==> src/sbfr_pkg.sv <==
// Package for the bus servo frame receiver.
// Holds the frame constants and the result struct. No dependencies.
`default_nettype none

package sbfr_pkg;

	localparam logic [7:0] HDR_BYTE = 8'h55;
	localparam logic [7:0] LEN_MIN  = 8'd3;
	localparam logic [7:0] LEN_MAX  = 8'd7;

	// position 0 id, 1 length, 2 command, 3..6 params, up to 7 checksum
	localparam int POS_W    = 3;
	localparam int N_PARAMS = 4;

	typedef logic [POS_W-1:0] pos_t;

	typedef struct packed {
		logic [7:0] servo_id;
		logic [7:0] command;
		logic [2:0] param_count;
		logic [7:0] param0;
		logic [7:0] param1;
		logic [7:0] param2;
		logic [7:0] param3;
		logic       checksum_ok;
	} frame_t;

endpackage

`default_nettype wire

==> src/sbfr_byte_if.sv <==
// Byte channel: valid/ready handshake carrying one received byte.
// No dependencies.
`default_nettype none

interface sbfr_byte_if;
	logic       valid;
	logic       ready;
	logic [7:0] rx_byte;

	modport source (output valid, output rx_byte, input ready);
	modport sink (input valid, input rx_byte, output ready);
endinterface

`default_nettype wire

==> src/sbfr_frame_if.sv <==
// Frame result channel: valid/ready handshake carrying one parsed frame.
// No dependencies.
`default_nettype none

interface sbfr_frame_if;
	logic       valid;
	logic       ready;
	logic [7:0] servo_id;
	logic [7:0] command;
	logic [2:0] param_count;
	logic [7:0] param0;
	logic [7:0] param1;
	logic [7:0] param2;
	logic [7:0] param3;
	logic       checksum_ok;

	modport source (output valid, output servo_id, output command, output param_count,
		output param0, output param1, output param2, output param3,
		output checksum_ok, input ready);
	modport sink (input valid, input servo_id, input command, input param_count,
		input param0, input param1, input param2, input param3,
		input checksum_ok, output ready);
endinterface

`default_nettype wire

==> src/sbfr_parser.sv <==
// Frame parser: header hunt, field capture and running checksum.
// Uses sbfr_pkg.
`default_nettype none

module sbfr_parser (
	input  wire logic            clk,
	input  wire logic            arst_n,
	input  wire logic            go,
	input  wire logic [7:0]      rx_byte,
	output logic                 res_valid,
	output sbfr_pkg::frame_t     res
);

	logic             header_seen_q, header_seen_d;
	logic             in_frame_q, in_frame_d;
	sbfr_pkg::pos_t   pos_q, pos_d;
	logic [2:0]       flen_q, flen_d;
	logic [7:0]       id_q, id_d;
	logic [7:0]       cmd_q, cmd_d;
	logic [7:0]       sum_q, sum_d;
	logic [7:0]       param_q [sbfr_pkg::N_PARAMS];
	logic [7:0]       param_d [sbfr_pkg::N_PARAMS];
	logic [7:0]       sum_add;
	sbfr_pkg::pos_t   pidx;

	assign sum_add = sum_q + rx_byte;
	assign pidx    = pos_q - sbfr_pkg::pos_t'(sbfr_pkg::LEN_MIN);

	// result fields come from the held frame; checksum_ok tests the current byte against it
	always_comb begin
		res.servo_id    = id_q;
		res.command     = cmd_q;
		res.param_count = flen_q - sbfr_pkg::LEN_MIN[2:0];
		res.param0      = param_q[0];
		res.param1      = param_q[1];
		res.param2      = param_q[2];
		res.param3      = param_q[3];
		res.checksum_ok = (~sum_q == rx_byte);
	end

	always_comb begin
		header_seen_d = header_seen_q;
		in_frame_d    = in_frame_q;
		pos_d         = pos_q;
		flen_d        = flen_q;
		id_d          = id_q;
		cmd_d         = cmd_q;
		sum_d         = sum_q;
		param_d       = param_q;
		res_valid     = 1'b0;
		if (go) begin
			if (!in_frame_q) begin
				if (rx_byte == sbfr_pkg::HDR_BYTE) begin
					if (header_seen_q) begin
						header_seen_d = 1'b0;
						in_frame_d    = 1'b1;
						pos_d         = '0;
						sum_d         = '0;
						id_d          = '0;
						cmd_d         = '0;
						for (int i = 0; i < sbfr_pkg::N_PARAMS; i++) param_d[i] = '0;
					end else begin
						header_seen_d = 1'b1;
					end
				end else begin
					header_seen_d = 1'b0;
				end
			end else if (pos_q == sbfr_pkg::pos_t'(0)) begin
				id_d  = rx_byte;
				sum_d = sum_add;
				pos_d = sbfr_pkg::pos_t'(1);
			end else if (pos_q == sbfr_pkg::pos_t'(1)) begin
				if (rx_byte < sbfr_pkg::LEN_MIN || rx_byte > sbfr_pkg::LEN_MAX) begin
					in_frame_d    = 1'b0;
					header_seen_d = 1'b0;
					pos_d         = '0;
				end else begin
					flen_d = rx_byte[2:0];
					sum_d  = sum_add;
					pos_d  = sbfr_pkg::pos_t'(2);
				end
			end else if (pos_q < flen_q) begin
				if (pos_q == sbfr_pkg::pos_t'(2)) begin
					cmd_d = rx_byte;
				end else begin
					for (int i = 0; i < sbfr_pkg::N_PARAMS; i++)
						if (pidx == sbfr_pkg::pos_t'(i)) param_d[i] = rx_byte;
				end
				sum_d = sum_add;
				pos_d = pos_q + sbfr_pkg::pos_t'(1);
			end else begin
				// checksum byte closes the frame
				res_valid     = 1'b1;
				in_frame_d    = 1'b0;
				header_seen_d = 1'b0;
				pos_d         = '0;
			end
		end
	end

	always_ff @(posedge clk or negedge arst_n) begin
		if (!arst_n) begin
			header_seen_q <= 1'b0;
			in_frame_q    <= 1'b0;
			pos_q         <= '0;
			flen_q        <= '0;
		end else begin
			header_seen_q <= header_seen_d;
			in_frame_q    <= in_frame_d;
			pos_q         <= pos_d;
			flen_q        <= flen_d;
		end
	end

	// frame contents are cleared on every header pair before use
	always_ff @(posedge clk) begin
		id_q    <= id_d;
		cmd_q   <= cmd_d;
		sum_q   <= sum_d;
		param_q <= param_d;
	end

endmodule

`default_nettype wire

==> src/sbfr_out_reg.sv <==
// Result register driving the frame channel.
// Uses sbfr_pkg and sbfr_frame_if.
`default_nettype none

module sbfr_out_reg (
	input  wire logic             clk,
	input  wire logic             arst_n,
	input  wire logic             load,
	input  wire sbfr_pkg::frame_t res,
	sbfr_frame_if.source          frame
);

	logic             valid_q;
	sbfr_pkg::frame_t data_q;

	always_ff @(posedge clk or negedge arst_n) begin
		if (!arst_n) begin
			valid_q <= 1'b0;
		end else if (load) begin
			valid_q <= 1'b1;
		end else if (frame.ready) begin
			valid_q <= 1'b0;
		end
	end

	always_ff @(posedge clk) begin
		if (load) begin
			data_q <= res;
		end
	end

	assign frame.valid       = valid_q;
	assign frame.servo_id    = data_q.servo_id;
	assign frame.command     = data_q.command;
	assign frame.param_count = data_q.param_count;
	assign frame.param0      = data_q.param0;
	assign frame.param1      = data_q.param1;
	assign frame.param2      = data_q.param2;
	assign frame.param3      = data_q.param3;
	assign frame.checksum_ok = data_q.checksum_ok;

endmodule

`default_nettype wire

==> src/servo_bus_frame_receiver.sv <==
// Top level of the bus servo frame receiver.
// Uses sbfr_pkg, sbfr_byte_if, sbfr_frame_if, sbfr_parser and sbfr_out_reg.
`default_nettype none

// Takes one received serial byte per request on rx and returns one parsed
// frame per request on frame. A frame is two 0x55 header bytes, id, length
// (3..7), command, length-3 parameter bytes and a checksum byte equal to the
// inverted low byte of id+length+command+params. A bad length drops the
// frame silently and restarts the header hunt; a bad checksum still returns
// the frame with checksum_ok low. Absent parameters read as zero.
// Throughput is one byte per cycle unless the frame channel stalls.
// An accepted byte is held in the input register, then passes through the
// parser into the result register, which drives the frame channel. The input
// register only advances while the result register is empty or being
// taken, so a stalled frame channel backs up to rx after one byte.

module servo_bus_frame_receiver (
	input  wire logic    clk,
	input  wire logic    arst_n,
	sbfr_byte_if.sink    rx,
	sbfr_frame_if.source frame
);

	logic             valid_s1;
	logic [7:0]       rx_byte_s1;
	logic             advance;
	logic             go;
	logic             res_valid;
	sbfr_pkg::frame_t res;

	// stage 1 may move when the result slot is free or draining
	assign advance  = !frame.valid || frame.ready;
	assign rx.ready = !valid_s1 || advance;
	assign go       = valid_s1 && advance;

	always_ff @(posedge clk or negedge arst_n) begin
		if (!arst_n) begin
			valid_s1 <= 1'b0;
		end else if (rx.ready) begin
			valid_s1 <= rx.valid;
		end
	end

	always_ff @(posedge clk) begin
		if (rx.valid && rx.ready) begin
			rx_byte_s1 <= rx.rx_byte;
		end
	end

	sbfr_parser u_parser (
		.clk       (clk),
		.arst_n    (arst_n),
		.go        (go),
		.rx_byte   (rx_byte_s1),
		.res_valid (res_valid),
		.res       (res)
	);

	// a result only appears when go, so the slot is free or draining here
	sbfr_out_reg u_out_reg (
		.clk    (clk),
		.arst_n (arst_n),
		.load   (res_valid),
		.res    (res),
		.frame  (frame)
	);

endmodule

`default_nettype wire

==> src/flat_wrapper.sv <==
// flat-port wrapper written by rule: the top's interface ports become plain ports
module servo_bus_frame_receiver_flat 
  (clk, arst_n, rx_valid, rx_rx_byte, rx_ready, frame_valid, frame_servo_id, frame_command, frame_param_count, frame_param0, frame_param1, frame_param2, frame_param3, frame_checksum_ok, frame_ready);
  sbfr_byte_if rx_i ();
  sbfr_frame_if frame_i ();
  input  wire logic clk;
  input  wire logic arst_n;
  input wire logic [$bits(rx_i.valid)-1:0] rx_valid;
  input wire logic [$bits(rx_i.rx_byte)-1:0] rx_rx_byte;
  output wire logic [$bits(rx_i.ready)-1:0] rx_ready;
  output wire logic [$bits(frame_i.valid)-1:0] frame_valid;
  output wire logic [$bits(frame_i.servo_id)-1:0] frame_servo_id;
  output wire logic [$bits(frame_i.command)-1:0] frame_command;
  output wire logic [$bits(frame_i.param_count)-1:0] frame_param_count;
  output wire logic [$bits(frame_i.param0)-1:0] frame_param0;
  output wire logic [$bits(frame_i.param1)-1:0] frame_param1;
  output wire logic [$bits(frame_i.param2)-1:0] frame_param2;
  output wire logic [$bits(frame_i.param3)-1:0] frame_param3;
  output wire logic [$bits(frame_i.checksum_ok)-1:0] frame_checksum_ok;
  input wire logic [$bits(frame_i.ready)-1:0] frame_ready;
  assign rx_i.valid = rx_valid;
  assign rx_i.rx_byte = rx_rx_byte;
  assign rx_ready = rx_i.ready;
  assign frame_valid = frame_i.valid;
  assign frame_servo_id = frame_i.servo_id;
  assign frame_command = frame_i.command;
  assign frame_param_count = frame_i.param_count;
  assign frame_param0 = frame_i.param0;
  assign frame_param1 = frame_i.param1;
  assign frame_param2 = frame_i.param2;
  assign frame_param3 = frame_i.param3;
  assign frame_checksum_ok = frame_i.checksum_ok;
  assign frame_i.ready = frame_ready;
  servo_bus_frame_receiver u_core (.clk(clk), .arst_n(arst_n), .rx(rx_i), .frame(frame_i));
endmodule
==> config.mk <==
export PLATFORM = sky130hd
export DESIGN_NAME = servo_bus_frame_receiver_flat
export DESIGN_NICKNAME = d
export VERILOG_FILES = /design/src/sbfr_pkg.sv /design/src/sbfr_byte_if.sv /design/src/sbfr_frame_if.sv /design/src/sbfr_parser.sv /design/src/sbfr_out_reg.sv /design/src/servo_bus_frame_receiver.sv /design/src/flat_wrapper.sv
export SDC_FILE = /design/constraint.sdc
export NUM_CORES = 1
export LEC_CHECK = 0
export BUFFER_PORTS_ARGS = -buffer_cell sky130_fd_sc_hd__buf_2
export CAP_MARGIN = 20
export CORE_ASPECT_RATIO = 1.1
export CORE_UTILIZATION = 30
export CTS_BUF_LIST = sky130_fd_sc_hd__clkbuf_16
export CTS_CLUSTER_SIZE = 8
export DETAILED_ROUTE_END_ITERATION = 8
export GPL_TIMING_DRIVEN = 0
export PLACE_DENSITY = 0.52
export SKIP_CTS_REPAIR_TIMING = 1
export SYNTH_ARGS = -nofsm -noshare
export SYNTH_HDL_FRONTEND = slang
export SYNTH_HIERARCHICAL = 1
export SYNTH_SLANG_ARGS = --single-unit
export TNS_END_PERCENT = 10
==> constraint.sdc <==
create_clock -name clk -period 11.2 [get_ports clk]
set_input_delay 0.56 -clock clk [delete_from_list [all_inputs] [get_ports clk]]
set_output_delay 0.56 -clock clk [all_outputs]
set_load 0.005 [all_outputs]
==> metrics.md <==
| Metric | Value |
|---|---|
| Reg2Reg Capture Point | u_core/u_parser/sum_q[6]$_SDFFCE_PN0P_ |
| Setup crit end kind | register |
| Placed Area | 5413 µm² |
| TritonCTS clock tree | built |
| Cell Rows | 48 |
| Worst Tran Pin Value | 1031 ps |
| Cts bufs inserted | 17 |
| Largest net degree at the start of global routing | 37 |
| Worst r2r src | u_core/u_out_reg/frame.valid$_DFFE_PN0P_ |
| Rel. slew slack | 30.95% |
| Drt pass-1 iters | 5 |
| R2R cell count | 3 |
| Routed wire length | 8.934 mm |
| Worst-path clk slew | 60 ps |
| Worst-Skew Late Latency | 410 ps |
| Die width | 122.5 µm |
| Top post-synthesis cells by area | edfxtp_1 73%, dfrtp_1 5.2%, ha_1 3.9% |
| Setup CP Type | reg2reg |
| Vias in the first global route | 2,547 |
| H-tree depth | 4 |
| Post-synth EDFFs | 116 |
| Final setup skew | 8.973 ps |
| Min Tclk post-route | 2730 ps |
| Buffers on Ports | 65 |
| CTS root buf | clkbuf_16 |
| Leakage power | 2.273 nW |
| Avg WL per Cell | 15.30 µm |
| Dpl hpwl | 6.254 mm |
| # nets final | 399 |
| Diode count | 0 |
| VDD IR max | 0.0001032 V |
| Syn_nets | 311 |
| Fmax | 366.3 MHz |
| RSZ-0062 raised after global routing | false |
| Startpoint Class | register |
| Outcome | finished, final reports clean |
| GP Congestion | 0.8387 |
| Core Area | 15,680 µm² |
| Antenna violations before repair | 0 |
| Drt initial violations | 132 |
| Setup tns final | 0 ps |
| Final core occ | 38.54% |
| Initial core utilization | 30.59% |
| Largest fanout on the critical path | 8 |
| CP Data Required Time | 11,220 ps |
| CTS Buffer Depth | 2 |
| Mapped Cells | 283 |
| Slew Viols, Final | 0 |
| Count of cell types in the netlist | 46 |
| Synth Flop Type | edfxtp_1 |
| Global route total overflow | 0 |
| # DRC | 0 |
| GRT Util Overall | 11.69% |
| Pwr Total | 1.368 mW |
| Area Growth Syn to Fin | 25.99% |
| Drt via density | 4.469 |
| Critical Path End | u_core/u_parser/sum_q[6]$_SDFFCE_PN0P_ |
| Number of synthesized register bits | 126 |
| PwrDens | 226.5 nW/µm² |
| Die area | 16,490 µm² |
| Arr. time, crit path | 2750 ps |
| Worst Hold Class | in2async |
| Layout cells sized above 1 | 28.39% |
| Design area | 6041 µm² |
| Clk sinks | 126 |
| First-pass GRT wire length | 13.76 mm |
| Top-area cell type share of the netlist area | 72.65% |
| Post-synthesis sequential area ratio | 77.87% |
| Reg2reg setup slack | 8470 ps |
| Number of max-cap violations | 0 |
| ANT nets after route | 0 |
| Setup Viol. Count Final | 0 |
| Async S/R FF share, synth | 7.937% |
| Hold WS | 12.58 ps |
| Via count | 2,610 |
| Synth Area per Inst | 16.94 µm² |
| # IOs | 66 |
| CP startpoint | u_core/u_out_reg/frame.valid$_DFFE_PN0P_ |
| Mapped Area | 4795 µm² |
| Final worst-path cycle share | 24.37% |
| Synth warn | 6 |
| Area leader, netlist | edfxtp_1 |
| Final Hold Fails | 0 |
| Die H | 134.6 µm |
placed cells by master (no fill, tap or decap), types with 4 or more instances in the layout:
cell type / count
inv_1: 17
ha_1: 15
buf_2: 65
nand2b_1: 4
edfxtp_1: 116
clkbuf_16: 17
nor2b_1: 5
nand3_1: 6
clkbuf_1: 4
a21oi_1: 10
nor2_1: 15
bufinv_16: 4
nor3_1: 4
o21ai_0: 7
clkinv_4: 4
nand2_1: 6
dfrtp_1: 10
and2_1: 15
stage by stage:
stage / setup WS (ps) / instances
floorplan: 7211 / 283
global placement: 5701 / 548
detailed placement: 8202 / 551
CTS: 8423 / 583
global route: 8221 / 584
finish: 8470 / 584
cells in the mapped netlist, types with 2 or more instances:
master / count
and2_1: 15
xnor2_1: 2
dfrtp_1: 10
nor2_1: 16
a21o_1: 2
o21bai_1: 2
nand2b_1: 4
nor4_1: 3
nor3_1: 4
edfxtp_1: 116
nand3_1: 6
mux2i_1: 2
a31oi_1: 3
clkbuf_1: 4
mux2_4: 2
a221o_1: 2
a21oi_1: 10
nand2_1: 6
inv_1: 16
a211oi_1: 3
nand4_1: 3
a31o_2: 2
nor2b_1: 5
o21ai_0: 7
ha_1: 15
o31ai_1: 2
o21a_1: 2
sequential cells by signal (all words and copies together) (netlist names):
signal                              flops
u_core/u_out_reg/frame.command          8
u_core/u_out_reg/frame.param2           8
u_core/u_out_reg/frame.valid            1
u_core/u_parser/cmd_q                   8
u_core/valid_s1                         1
u_core/u_parser/id_q                    8
u_core/u_parser/in_frame_q              1
u_core/u_out_reg/frame.param0           8
u_core/u_parser/flen_q                  3
u_core/u_out_reg/frame.param1           8
u_core/rx_byte_s1                       8
u_core/u_parser/header_seen_q           1
u_core/u_out_reg/frame.param3           8
u_core/u_parser/pos_q                   3
u_core/u_out_reg/frame.param_count      3
u_core/u_parser/res                    32
u_core/u_parser/sum_q                   8
u_core/u_out_reg/frame.checksum_ok      1
u_core/u_out_reg/frame.servo_id         8
layer usage:
layer | global-route usage, % | wire, µm | up-vias
li1 | - | - | 1256
met2 | 18.85 | 4379 | 89
met1 | 13.77 | 3928 | 1254
met4 | 5.285 | 129 | 0
met5 | 0 | 0 | -
met3 | 4.392 | 497 | 11
layout make-up:
class / instances / area, µm²
fill: 1435 / 9634
clock buffer: 17 / 425.4
timing repair buffer: 69 / 367.9
sequential: 126 / 3734
inverter: 17 / 63.81
tap: 200 / 250.2
buffer: 4 / 15.01
multi-input combinational: 136 / 989.7
clock inverter: 15 / 195.2
critical path: stages (launching register included):
cell and delay [ps]:
dfrtp_1 420, a21boi_0 610, o21ai_1 430, a31oi_1 880
cells by family (layout without fill, tap and decap cells):
group	count (synthesis)	count (layout)	share of synthesized area, %
AO/OA/AOI/OAI	45	45	6.289
XOR/XNOR	2	2	0.3654
adder cells (fa/ha/maj)	16	16	4.332
buffers and inverters	21	122	1.644
flip-flops	126	126	77.87
multiplexers	4	4	1.044
AND/OR/NAND/NOR	69	69	8.455
worst min-delay path by stage:
stage | start | to | slack [ps]
floorplan | arst_n | u_core/u_out_reg/frame.valid$_DFFE_PN0P_ | 260
global placement | u_core/u_parser/cmd_q[5]$_DFFE_PP_ | u_core/u_out_reg/frame.command[5]$_DFFE_PP_ | 400
detailed placement | u_core/u_parser/res[1]$_SDFFCE_PN0P_ | u_core/u_out_reg/frame.param3[0]$_DFFE_PP_ | 400
CTS | arst_n | u_core/valid_s1$_DFFE_PN0P_ | -3
global route | arst_n | u_core/u_out_reg/frame.valid$_DFFE_PN0P_ | 9
finish | arst_n | u_core/u_parser/pos_q[1]$_DFFE_PN0P_ | 10
where the power goes:
group,internal [mW],switching [mW]
combinational,0.0640,0.136
clock,0.372,0.192
sequential,0.583,0.0219
Power figures use the tool's default switching activity.
